<file path="config.mk">
export PLATFORM = sky130hd
export DESIGN_NAME = ppd_queue
export DESIGN_NICKNAME = d
export VERILOG_FILES = /design/src/hw/rtl/ppd_pkg.sv /design/src/hw/rtl/ppd_queue.sv
export SDC_FILE = /design/constraint.sdc
export NUM_CORES = 1
export LEC_CHECK = 0
export ABC_AREA = 0
export BUFFER_PORTS_ARGS = -buffer_cell sky130_fd_sc_hd__clkbuf_2
export CAP_MARGIN = 10
export CORE_ASPECT_RATIO = 0.5
export CORE_UTILIZATION = 35
export CTS_CLUSTER_SIZE = 10
export DETAILED_ROUTE_END_ITERATION = 8
export RECOVER_POWER = 50
export SYNTH_ARGS = -nofsm -noshare
export SYNTH_HDL_FRONTEND = slang
export SYNTH_SLANG_ARGS = --single-unit
</file>
<file path="constraint.sdc">
create_clock -name clk_i -period 13.05 [get_ports clk_i]
set_input_delay 0.6525 -clock clk_i [delete_from_list [all_inputs] [get_ports clk_i]]
set_output_delay 0.6525 -clock clk_i [all_outputs]
set_load 0.01 [all_outputs]
</file>
<file path="src/hw/rtl/ppd_pkg.sv">
// Shared types and constants for the planar primitive distance unit.
package ppd_pkg;

  // Coordinate, fraction and result widths.
  localparam int COORD_BITS = 16;
  localparam int FRAC_BITS  = 8;
  localparam int DIST_BITS  = 25;

  // Derived arithmetic widths.
  localparam int DIFF_W    = COORD_BITS + 1;
  localparam int PROD_W    = 2 * DIFF_W;
  localparam int SUM_W     = PROD_W + 1;
  localparam int MAG_W     = SUM_W;
  localparam int SQ_W      = 2 * MAG_W;
  localparam int NUM_RAW_W = SQ_W + 2 * FRAC_BITS;
  localparam int QUO_W     = 2 * DIST_BITS;
  localparam int NUM_W     = (NUM_RAW_W > QUO_W) ? NUM_RAW_W : QUO_W + 1;
  localparam int LANES     = 4;

  // Command codes.
  localparam logic [3:0] CMD_PT_LINE   = 4'd0;
  localparam logic [3:0] CMD_PT_RAY    = 4'd1;
  localparam logic [3:0] CMD_PT_SEG    = 4'd2;
  localparam logic [3:0] CMD_LINE_LINE = 4'd3;
  localparam logic [3:0] CMD_RAY_LINE  = 4'd4;
  localparam logic [3:0] CMD_RAY_RAY   = 4'd5;
  localparam logic [3:0] CMD_SEG_LINE  = 4'd6;
  localparam logic [3:0] CMD_SEG_RAY   = 4'd7;
  localparam logic [3:0] CMD_SEG_SEG   = 4'd8;

  // How a job ends: computed distance, all zero, degenerate or crossing.
  typedef enum logic [1:0] {
    RES_NORMAL,
    RES_NONE,
    RES_DEGEN,
    RES_CROSS
  } res_e;

  // Input word.
  typedef struct packed {
    logic [3:0]                   command;
    logic signed [COORD_BITS-1:0] p_start_x;
    logic signed [COORD_BITS-1:0] p_start_y;
    logic signed [COORD_BITS-1:0] p_end_x;
    logic signed [COORD_BITS-1:0] p_end_y;
    logic signed [COORD_BITS-1:0] q_start_x;
    logic signed [COORD_BITS-1:0] q_start_y;
    logic signed [COORD_BITS-1:0] q_end_x;
    logic signed [COORD_BITS-1:0] q_end_y;
  } in_word_t;

  // Output word.
  typedef struct packed {
    logic [DIST_BITS-1:0] distance;
    logic                 touching;
    logic                 status;
  } out_word_t;

  // One candidate distance: mag squared (sq set) or mag itself over den.
  typedef struct packed {
    logic             en;
    logic             sq;
    logic [MAG_W-1:0] mag;
    logic [MAG_W-1:0] den;
  } lane_t;

  // Classified job handed from the front end to the back end.
  typedef struct packed {
    res_e                   res;
    lane_t [LANES-1:0]      lane;
  } job_t;

endpackage

</file>
<file path="src/hw/rtl/ppd_queue.sv">
// Short job queue between the front end and the back end.
module ppd_queue #(
  parameter int DEPTH = 4
) (
  input  logic          clk_i,
  input  logic          rst_ni,
  input  logic          push_i,
  input  ppd_pkg::job_t push_word_i,
  output logic          full_o,
  output logic          valid_o,
  output ppd_pkg::job_t word_o,
  input  logic          pop_i
);

  localparam int PTR_W = (DEPTH > 1) ? $clog2(DEPTH) : 1;
  localparam int CNT_W = $clog2(DEPTH + 1);

  ppd_pkg::job_t mem_q [DEPTH];
  logic [PTR_W-1:0] wr_ptr_q, rd_ptr_q;
  logic [CNT_W-1:0] count_q, count_d;

  function automatic logic [PTR_W-1:0] bump(input logic [PTR_W-1:0] p);
    return (p == PTR_W'(DEPTH - 1)) ? '0 : p + 1'b1;
  endfunction

  assign full_o  = (count_q == CNT_W'(DEPTH));
  assign valid_o = (count_q != '0);
  assign word_o  = mem_q[rd_ptr_q];

  // Occupancy follows pushes and pops.
  always_comb begin
    count_d = count_q;
    case ({push_i, pop_i})
      2'b10:   count_d = count_q + 1'b1;
      2'b01:   count_d = count_q - 1'b1;
      default: count_d = count_q;
    endcase
  end

  always_ff @(posedge clk_i or negedge rst_ni) begin
    if (!rst_ni) begin
      wr_ptr_q <= '0;
      rd_ptr_q <= '0;
      count_q  <= '0;
    end else begin
      count_q <= count_d;
      if (push_i) begin
        wr_ptr_q <= bump(wr_ptr_q);
      end
      if (pop_i) begin
        rd_ptr_q <= bump(rd_ptr_q);
      end
    end
  end

  always_ff @(posedge clk_i) begin
    if (push_i) begin
      mem_q[wr_ptr_q] <= push_word_i;
    end
  end

  // The front end never writes into a full queue.
  a_no_push_full: assert property (@(posedge clk_i) disable iff (!rst_ni)
    push_i |-> !full_o) else $error("queue written while full");

  // The back end never reads an empty queue.
  a_no_pop_empty: assert property (@(posedge clk_i) disable iff (!rst_ni)
    pop_i |-> valid_o) else $error("queue read while empty");

  // Occupancy grows by one on a lone push.
  a_count_up: assert property (@(posedge clk_i) disable iff (!rst_ni)
    (push_i && !pop_i) |=> (count_q == $past(count_q) + 1'b1))
    else $error("queue count did not grow");

  // Occupancy shrinks by one on a lone pop.
  a_count_down: assert property (@(posedge clk_i) disable iff (!rst_ni)
    (pop_i && !push_i) |=> (count_q == $past(count_q) - 1'b1))
    else $error("queue count did not shrink");

endmodule

</file>
==> results.json, run 1 <==
{
  "grt_pass1_wl_um": 136000,
  "clk_transition_reported_paths_ns": 0.05,
  "maxSlewViolCount": 200,
  "first_iter_violations": 1209,
  "port_buffers": 585,
  "grt-ovfl-total": 0,
  "post_cts_buffers": 0,
  "crit-reg2reg-launch": "wr_ptr_q[0]$_DFFE_PN0P_",
  "cap_viol_max_count": 4,
  "worstPathRequired_ns": 13.39,
  "cts.sinks": 1167,
  "clk_latency_ns": 0.73,
  "worst_hold_path_type": "input port to flip-flop",
  "crit_start": "wr_ptr_q[0]$_DFFE_PN0P_",
  "fin_tns_setup_ns": 0,
  "netlist.area_leader.share": 0.818,
  "arrival_ns": 6.46,
  "cts_made_buffers": 136,
  "area_delta_synth_final_pct": 18.4,
  "cp_max_fo": 62,
  "hold_violations": 0,
  "worst_pin_slew_ns": 4.29,
  "synth_area_leaders": "edfxtp_1 82%, mux4_2 15%, buf_12 1.4%, dfrtp_1 0.41%, buf_2 0.34%",
  "dpl.hpwl_um": 58300,
  "post_drt_wl_per_cell_um": 24.4,
  "clk_path_buf_depth": 3,
  "syn_area_sq_um": 42600,
  "finalClockSkew_ns": 0.0177,
  "syn_nets": 1855,
  "drtPass1Iterations": 5,
  "layout_common_cells": "1,160 x edfxtp_1, 306 x clkbuf_1, 293 x clkbuf_2, 290 x mux4_2, 139 x clkbuf_16",
  "drc": 0,
  "setup_viol": 0,
  "end_kind": "flip-flop",
  "dieArea_sq_um": 123000,
  "num_vias": 19068,
  "post-route-min-period_ns": 6.11,
  "ir_drop_v": 0.000138,
  "first_global_vias": 19863,
  "final_common_cell": "edfxtp_1",
  "fin_crit_sh": 0.468,
  "clk_root_buffer_cell": "clkbuf_16",
  "slew_headroom": -1.86,
  "dieHeight_um": 249,
  "initial_core_util": 0.353,
  "drt_wl_total_um": 94800,
  "path_class": "flip-flop to flip-flop",
  "crit_path_end": "mem_q[2][109]$_DFFE_PP_",
  "ys_warn_count": 0,
  "final_nets": 2536,
  "synth_area_per_cell_sq_um": 27.4,
  "syn_inst": 1554,
  "holdPathStages": 1,
  "power_leakage_nw": 16.2,
  "fmax_ghz": 0.164,
  "synth_seq_area_share": 0.822,
  "drive_gt1_frac": 0.337,
  "r2r_cells": 5,
  "cp-start-kind": "flip-flop",
  "cts_tree": "built",
  "status": "finished, violations left",
  "synth_seq_cells": 1167,
  "gp_congestion": 0.784,
  "violations": "max-capacitance violations, max-slew violations",
  "postCtsHoldBufs": 1,
  "vias_per_cell": 4.91,
  "r2r_end": "mem_q[2][109]$_DFFE_PP_",
  "ys_types": 21,
  "rsz0062_at_grt": "false",
  "powerDensity_nw_per_um2": 228,
  "cts_resized": 0,
  "num_rows": 90,
  "antenna_found_initial": 18,
  "final_util": 0.418,
  "synth_area_leader_cell": "edfxtp_1",
  "coreArea_sq_um": 121000,
  "ios": 586,
  "grt_max_degree": 151,
  "die_w_um": 495,
  "final_antenna_net_count": 0,
  "rrSetupSlack_ns": 6.94,
  "ctsHtreeMaxLevel": 4,
  "grt_util_all_layers": 0.153
}
## kinds of logic after synthesis
kind of cell,count (synthesis),share of synthesized area
AO/OA/AOI/OAI,3,0.000353
XOR/XNOR,3,0.000617
adder cells (fa/ha/maj),7,0.00223
AND/OR/NAND/NOR,11,0.00138
buffers and inverters,71,0.0191
flip-flops,1167,0.822
multiplexers,292,0.154
## per-layer routing
metal / global-route usage / vias up / routed length, um
met2: 0.278 / 467 / 53200
met3: 0.0307 / 199 / 3730
met5: 0 / - / 51
met4: 0.0738 / 8 / 3810
li1: - / 8123 / -
met1: 0.172 / 10271 / 34000
## registers in the layout, summed over array words and instances, names as in the netlist
signal and flops:
mem_q 1160, count_q 3, rd_ptr_q 2, wr_ptr_q 2
## power breakdown
| group | total [mW] | leakage, nW | switching [mW] | internal (mW) |
|---|---|---|---|---|
| clock network | 3.35 | 1.85 | 1.41 | 1.94 |
| logic | 3.19 | 3.64 | 1.85 | 1.34 |
| registers | 4.98 | 10.7 | 0.156 | 4.82 |
| total | 11.5 | 16.2 | 3.41 | 8.10 |
## synth_stat cells (all sizes together)
cell / n
dfrtp: 7
mux2: 2
xnor2: 1
xor2: 2
o21ai: 3
clkbuf: 3
inv: 6
ha: 6
mux4: 290
nand2: 2
and3: 1
nor2: 2
and2: 4
fa: 1
edfxtp: 1160
or3: 2
buf: 62
## metrics by stage
step	instance area (sq um)	total power, mW	worst slack [ns]	instances	hold WS, ns
final	50400	11.5	6.94	3886	0.171
after global routing	50400	12.0	6.32	3886	0.130
after CTS	50800	11.7	8.29	3879	0.0604
after detailed placement	47000	8.35	9.07	3706	0.488
after global placement	47000	8.33	9.11	3706	0.473
after floorplan	42600	7.34	5.17	1554	0.357
## how the worst min path moves through the flow
stage          slack (ns)                   start                      end
2_1_floorplan        0.36                  rst_ni   count_q[0]$_DFFE_PN0P_
3_3_place_gp         0.47  count_q[2]$_DFFE_PN0P_   count_q[2]$_DFFE_PN0P_
3_5_place_dp         0.49  count_q[0]$_DFFE_PN0P_   count_q[0]$_DFFE_PN0P_
4_1_cts              0.06        push_word_i[245]  mem_q[2][245]$_DFFE_PP_
5_1_grt              0.13        push_word_i[243]  mem_q[2][243]$_DFFE_PP_
6_report             0.17        push_word_i[250]  mem_q[2][250]$_DFFE_PP_
## critical path, stage by stage, from the launching register on
cell	delay, ns
dfrtp_1	0.41
inv_1	0.11
ha_1	0.16
and2_0	2.93
buf_4	1.13
buf_4	0.86
## cell type report
type	instances	area, sq um
fillers	10464	70200
flip-flops and latches	1167	35000
multi-input cells	316	6750
clock buffers	154	3540
repair buffers	608	2790
well taps	1610	2010
clock inverters	18	263
inverters	6	22.5
diodes	7	17.5
Note: power is estimated with default switching activity, not from simulation.
==> inputs of run 2 (changes only) <==
--- a/config.mk
+++ b/config.mk
@@ -5,7 +5,7 @@
 export SDC_FILE = /design/constraint.sdc
 export NUM_CORES = 1
 export LEC_CHECK = 0
-export ABC_AREA = 0
+export ABC_AREA = 1
 export BUFFER_PORTS_ARGS = -buffer_cell sky130_fd_sc_hd__clkbuf_2
 export CAP_MARGIN = 10
 export CORE_ASPECT_RATIO = 0.5
==> constraint.sdc (replaced) <==
create_clock -name clk_i -period 6.3 [get_ports clk_i]
set_input_delay 0.315 -clock clk_i [delete_from_list [all_inputs] [get_ports clk_i]]
set_output_delay 0.315 -clock clk_i [all_outputs]
set_load 0.01 [all_outputs]
==> run 2 against run 1 <==
The flow still finishes with violations (max-capacitance violations, max-slew violations). Largest power group unchanged. Worst hold slack improved by 0.19 ns. Utilization up 2.1 points. Critical endpoint is now mem_q[1][253]$_DFFE_PP_. Highest routed layer is now met4. Synthesized area is 7.9% higher. Clock power increased by 110%. Combinational power rose by 150%. Clock-buffer cell count is 7 higher. Critical path type unchanged. Sequential share of layout area decreased by 7.9 points. Maximum frequency rose by 47%. Wire length up 18%. Register-to-register slack worse by 4.8 ns. Global-route usage increased by 1.3 points.
==> results.json, run 2 <==
{
  "cts.sinks": 1167,
  "synth_seq_area_share": 0.762,
  "fin_tns_setup_ns": 0,
  "clk_transition_reported_paths_ns": 0.05,
  "postSynth.asyncResetShare": 0.00600,
  "final_antenna_net_count": 0,
  "end_kind": "flip-flop",
  "yosys.area_share.simple": 0.0726,
  "synth_top_family_by_area": "compound AO/OA/AOI/OAI gates",
  "crit-reg2reg-launch": "wr_ptr_q[1]$_DFFE_PN0P_",
  "grt-ovfl-total": 0,
  "min_from": "push_word_i[91]",
  "clk_root_buffer_cell": "clkbuf_16",
  "syn_nets": 3737,
  "clk_latency_ns": 0.74,
  "drive_gt1_frac": 0.109,
  "violations": "max-capacitance violations, max-slew violations",
  "syn_area_sq_um": 45900,
  "drtPass1Iterations": 5,
  "dieArea_sq_um": 133000,
  "setup_viol": 0,
  "critPathMaxStageDelay_ns": 2.53,
  "first_iter_violations": 1748,
  "synth_seq_cells": 1167,
  "fin_crit_sh": 0.658,
  "critPathBufInv": 3,
  "syn_inst": 3436,
  "drc": 0,
  "yosys.area_share.adder": 0.00207,
  "cap_viol_max_count": 2,
  "layout_common_cells": "1,160 x edfxtp_1, 882 x nand2_1, 589 x inv_1, 580 x o211ai_1, 319 x clkbuf_1",
  "grt_max_degree": 246,
  "ys_types": 21,
  "worst_hold_path_type": "input port to flip-flop",
  "post_drt_wl_per_cell_um": 18.4,
  "final_cells": 6087,
  "path_class": "flip-flop to flip-flop",
  "fmax_ghz": 0.241,
  "die_w_um": 514,
  "area_delta_synth_final_pct": 23.8,
  "cp_slowest_cell": "clkbuf_2",
  "hold-path-endpoint": "mem_q[2][91]$_DFFE_PP_",
  "status": "finished, violations left",
  "top_register": "mem_q",
  "synthMuxAreaShare": 0,
  "r2r_cells": 5,
  "final_nets": 4587,
  "cts_tree": "built",
  "globalRouteMet2Util": 0.313,
  "synth_area_per_cell_sq_um": 13.4,
  "holdPathStages": 2,
  "maxSlewViolCount": 148,
  "place_ws_ns": 3.30,
  "r2r_end": "mem_q[1][253]$_DFFE_PP_",
  "rrSetupSlack_ns": 2.16,
  "power_leakage_nw": 22.0,
  "initial_core_util": 0.355,
  "port_buffers": 585,
  "ios": 586,
  "post-route-min-period_ns": 4.14,
  "dpl.hpwl_um": 65400,
  "synth_area_leaders": "edfxtp_1 76%, o211ai_1 9.5%, nand2_1 7.2%, inv_1 4.9%, buf_2 0.92%",
  "cp-start-kind": "flip-flop",
  "synthFlopType": "edfxtp_1",
  "synth-xor-area-share": 0.000191,
  "num_rows": 93,
  "worstPathCellList": "inv_1, ha_1, nand2_1, clkinvlp_2, clkbuf_2",
  "ctsHtreeMaxLevel": 4,
  "hold_violations": 0,
  "netlist.area_leader.share": 0.758,
  "coreArea_sq_um": 129000,
  "rsz0062_at_grt": "false",
  "crit_start": "wr_ptr_q[1]$_DFFE_PN0P_",
  "busiest_layer": "met2",
  "synthTopCellsByCount": "1,160 x edfxtp_1, 882 x nand2_1, 594 x inv_1",
  "slew_headroom": -1.57,
  "drt_wl_total_um": 112000,
  "dieHeight_um": 258,
  "ys_warn_count": 0,
  "synth-compound-area-share": 0.0954,
  "crit_family": "buffers and inverters",
  "powerDensity_nw_per_um2": 444,
  "first_global_vias": 28565,
  "grt_pass1_wl_um": 168000,
  "place_inst": 5610,
  "clk_path_buf_depth": 3,
  "yosysMostFrequentCell": "edfxtp_1",
  "post_cts_buffers": 0,
  "final_common_cell": "edfxtp_1",
  "vias_per_cell": 4.71,
  "largest_register_ffs": 1160,
  "synth_edf_count": 1160,
  "synth_area_leader_cell": "edfxtp_1",
  "num_vias": 28680,
  "worst_pin_slew_ns": 3.86,
  "layout_setup_ws_ns": 2.16,
  "gr-usage-met3": 0.0311,
  "cp_max_fo": 120,
  "hold_ws_ns": 0.361,
  "finalClockSkew_ns": 0.0233,
  "gp_congestion": 0.828,
  "ir_drop_v": 0.000357,
  "met1_usage": 0.173,
  "cts_made_buffers": 136,
  "antenna_found_initial": 8,
  "largest_registers": "mem_q x1160, count_q x3",
  "final_util": 0.439,
  "grt_util_all_layers": 0.166,
  "arrival_ns": 4.39,
  "worstPathRequired_ns": 6.55
}
## run 2: cell types whose count changed in the layout (fill, tap and decap cells not counted), moves of 13 or more
cell and change:
dlygate4sd3_1 +294, mux4_2 -290, o211ai_1 +580, clkbuf_1 +13, inv_1 +583, nand2_1 +880
## run 2: how the worst max path moves through the flow
stage | end | depth (start not counted) | slack [ns]
2_1_floorplan | mem_q[0][0]$_DFFE_PP_ | 4 | 0.85
3_3_place_gp | word_o[277] | 5 | 3.25
3_5_place_dp | word_o[277] | 5 | 3.30
4_1_cts | word_o[277] | 5 | 2.47
5_1_grt | mem_q[1][213]$_DFFE_PP_ | 5 | 1.91
6_report | mem_q[1][253]$_DFFE_PP_ | 5 | 2.16
## run 2: layout make-up
| cell class | count | area [sq um] |
|---|---|---|
| fillers | 11781 | 72500 |
| flip-flops and latches | 1167 | 35000 |
| multi-input cells | 1481 | 7820 |
| repair buffers | 905 | 5830 |
| clock buffers | 161 | 3540 |
| inverters | 595 | 2260 |
| well taps | 1757 | 2200 |
| clock inverters | 14 | 189 |
| diodes | 7 | 17.5 |
## run 2: worst reg2reg max path, delay by kind of cell (launching register included)
family                   cells  cell delay, ns
adder cells (fa/ha/maj)      1            0.15
flip-flops                   1            0.40
AND/OR/NAND/NOR              1            0.06
buffers and inverters        3            2.74
## run 2: per-stage QoR
| stage | cell area [sq um] | power (mW) |
|---|---|---|
| floorplan | 45900 | 15.4 |
| global placement | 50600 | 18.4 |
| detailed placement | 50600 | 18.5 |
| CTS | 57200 | 25.6 |
| global route | 56900 | 26.6 |
| finish | 56900 | 25.3 |
## run 2: metal layers
layer  wire length, um  share of wire
met1             40200           0.36
met2             61400           0.55
met3              4180          0.037
met4              6130          0.055
met5                 0              0
## run 2: cells by family (layout without fill, tap and decap cells)
kind of cell	after synthesis	count (layout)
AO/OA/AOI/OAI	586	586
XOR/XNOR	1	1
adder cells (fa/ha/maj)	7	7
buffers and inverters	788	1675
flip-flops	1167	1167
other	0	7
AND/OR/NAND/NOR	887	887
## run 2: what timing repair did
item | 4_1_cts | 5_1_grt
gates resized for setup | 0 | 0
endpoints found under the hold margin | 1173 | 0
hold buffers | 295 | 0
## run 2: power by group
| group | total [mW] | switching, mW | internal (mW) | leakage (nW) |
|---|---|---|---|---|
| Combinational | 7.86 | 5.50 | 2.36 | 9.40 |
| Clock | 6.93 | 2.92 | 4.01 | 1.82 |
| Sequential | 10.5 | 0.341 | 10.1 | 10.7 |
| Total | 25.3 | 8.76 | 16.5 | 22.0 |
==> inputs of run 3 (changes only) <==
--- a/config.mk
+++ b/config.mk
@@ -5,7 +5,7 @@
 export SDC_FILE = /design/constraint.sdc
 export NUM_CORES = 1
 export LEC_CHECK = 0
-export ABC_AREA = 1
+export ABC_AREA = 0
 export BUFFER_PORTS_ARGS = -buffer_cell sky130_fd_sc_hd__clkbuf_2
 export CAP_MARGIN = 10
 export CORE_ASPECT_RATIO = 0.5
==> constraint.sdc (replaced) <==
create_clock -name clk_i -period 3.44 [get_ports clk_i]
set_input_delay 0.172 -clock clk_i [delete_from_list [all_inputs] [get_ports clk_i]]
set_output_delay 0.172 -clock clk_i [all_outputs]
set_load 0.01 [all_outputs]
==> run 3 against run 2 <==
The run still ends with max-capacitance violations, max-slew violations left. Setup slack got worse by 1.7 ns. Register-to-register slack lost 1.6 ns. Non-clock buffer count grew 20. Die area is 7.3% lower. Flip-flop and latch count unchanged. Cell count is 31% lower. Worst hold slack got worse by 0.13 ns. Power increased by 76%. Clock skew shrank 0.0062 ns. Largest cell class unchanged.
==> results.json, run 3 (synthesis gave the netlist of run 1 again) <==
{
  "ctsHtreeMaxLevel": 4,
  "clk_path_buf_depth": 3,
  "r2r_cells": 4,
  "cts_tree": "built",
  "violations": "max-capacitance violations, max-slew violations",
  "first_iter_violations": 1266,
  "largest_registers": "mem_q x1160, count_q x3",
  "num_rows": 90,
  "drive_gt1_frac": 0.304,
  "worst_hold_path_type": "input port to flip-flop",
  "dpl.hpwl_um": 60600,
  "cp_max_fo": 66,
  "cp-start-kind": "flip-flop",
  "dpl_cell_area_sq_um": 47500,
  "cts.sinks": 1167,
  "initial_core_util": 0.353,
  "final_nets": 2853,
  "cts_made_buffers": 136,
  "rsz0062_at_grt": "false",
  "layout_common_cells": "1,160 x edfxtp_1, 317 x clkbuf_1, 294 x dlygate4sd3_1, 293 x clkbuf_2, 290 x mux4_2",
  "fill_cells": 10273,
  "holdPathStages": 2,
  "place_ws_ns": 1.14,
  "post_drt_wl_per_cell_um": 22.7,
  "drc": 0,
  "dieArea_sq_um": 123000,
  "coreArea_sq_um": 121000,
  "gp_congestion": 0.774,
  "final_cells": 4208,
  "drt_wl_total_um": 95600,
  "place_inst": 3730,
  "fmax_ghz": 0.333,
  "antenna_found_initial": 7,
  "clk_latency_ns": 0.75,
  "fin_tns_setup_ns": 0,
  "clk_transition_reported_paths_ns": 0.05,
  "area_delta_synth_final_pct": 26.6,
  "path_class": "flip-flop to output pin",
  "vias_per_cell": 4.82,
  "final_antenna_net_count": 0,
  "end_kind": "output pin",
  "worst_pin_slew_ns": 1.92,
  "layout_setup_ws_ns": 0.441,
  "num_vias": 20263,
  "grt-ovfl-total": 0,
  "arrival_ns": 2.83,
  "grt_pass1_wl_um": 141000,
  "largest_register_ffs": 1160,
  "die_w_um": 495,
  "fin_crit_sh": 0.872,
  "hold_violations": 0,
  "finalClockSkew_ns": 0.0172,
  "postLayoutCellArea_sq_um": 53900,
  "drtPass1Iterations": 5,
  "seqCellArea_sq_um": 35000,
  "ios": 586,
  "power_leakage_nw": 17.7,
  "status": "finished, violations left",
  "grt_util_all_layers": 0.157,
  "port_buffers": 585,
  "slew_headroom": -0.282,
  "clk_root_buffer_cell": "clkbuf_16",
  "first_global_vias": 21646,
  "grt_max_degree": 67,
  "setup_viol": 0,
  "worstPathRequired_ns": 3.27,
  "maxSlewViolCount": 77,
  "final_common_cell": "edfxtp_1",
  "ir_drop_v": 0.000486,
  "dieHeight_um": 249,
  "post_cts_buffers": 0,
  "powerDensity_nw_per_um2": 823,
  "multiInputGateArea_sq_um": 6750,
  "cap_viol_max_count": 3,
  "post-route-min-period_ns": 3.00,
  "top_register": "mem_q"
}
[run 3: report_power, final]
part,internal (mW),leakage [nW],total [mW],switching [mW]
Combinational,5.62,5.09,12.8,7.15
Sequential,18.2,10.7,18.8,0.599
Clock,7.38,1.86,12.8,5.41
Total,31.2,17.7,44.3,13.2
[run 3: routing by layer]
metal  global-route usage  vias up  share of wire
met3               0.0296      193          0.035
li1                     -     8755              -
met5                    0        -        0.00044
met2                0.288      468           0.57
met1                0.174    10839           0.36
met4               0.0728        8          0.041
[run 3: area by class of cell]
type | instances | area share
antenna | 3 | 0.000139
clock buffer | 164 | 0.0663
sequential | 1167 | 0.650
multi-input combinational | 316 | 0.125
timing repair buffer | 925 | 0.116
inverter | 6 | 0.000418
clock inverter | 17 | 0.00464
tap | 1610 | 0.0374
[run 3: stage by stage]
stage	utilization	hold slack, ns	power, mW
after floorplan	-	-0.124	27.2
after global placement	0.394	0.0247	31.9
after detailed placement	0.394	0.0290	32.0
after CTS	0.450	0.118	45.2
after global routing	0.447	0.216	46.2
final	0.447	0.232	44.3
[run 3: critical path: stages (launching register included)]
cell and delay (ns):
dfrtp_4 0.75, buf_12 0.52, mux4_2 0.60, clkbuf_2 0.15
[run 3: repair_timing]
action | CTS | global route
endpoints found under the hold margin | 1174 | 0
hold buffers | 294 | 0
gates resized for setup | 0 | 0
[run 3: worst paths after layout]
check,start,endpoint,slack (ns)
setup / recovery,rd_ptr_q[0]$_DFFE_PN0P_,word_o[35],0.44
hold / removal,push_word_i[224],mem_q[1][224]$_DFFE_PP_,0.23
setup reg to reg,wr_ptr_q[0]$_DFFE_PN0P_,mem_q[2][81]$_DFFE_PP_,0.51
hold reg to reg,count_q[0]$_DFFE_PN0P_,count_q[0]$_DFFE_PN0P_,0.50
max in group asynchronous,rst_ni,rd_ptr_q[1]$_DFFE_PN0P_,2.66
min in group asynchronous,rst_ni,count_q[2]$_DFFE_PN0P_,0.49
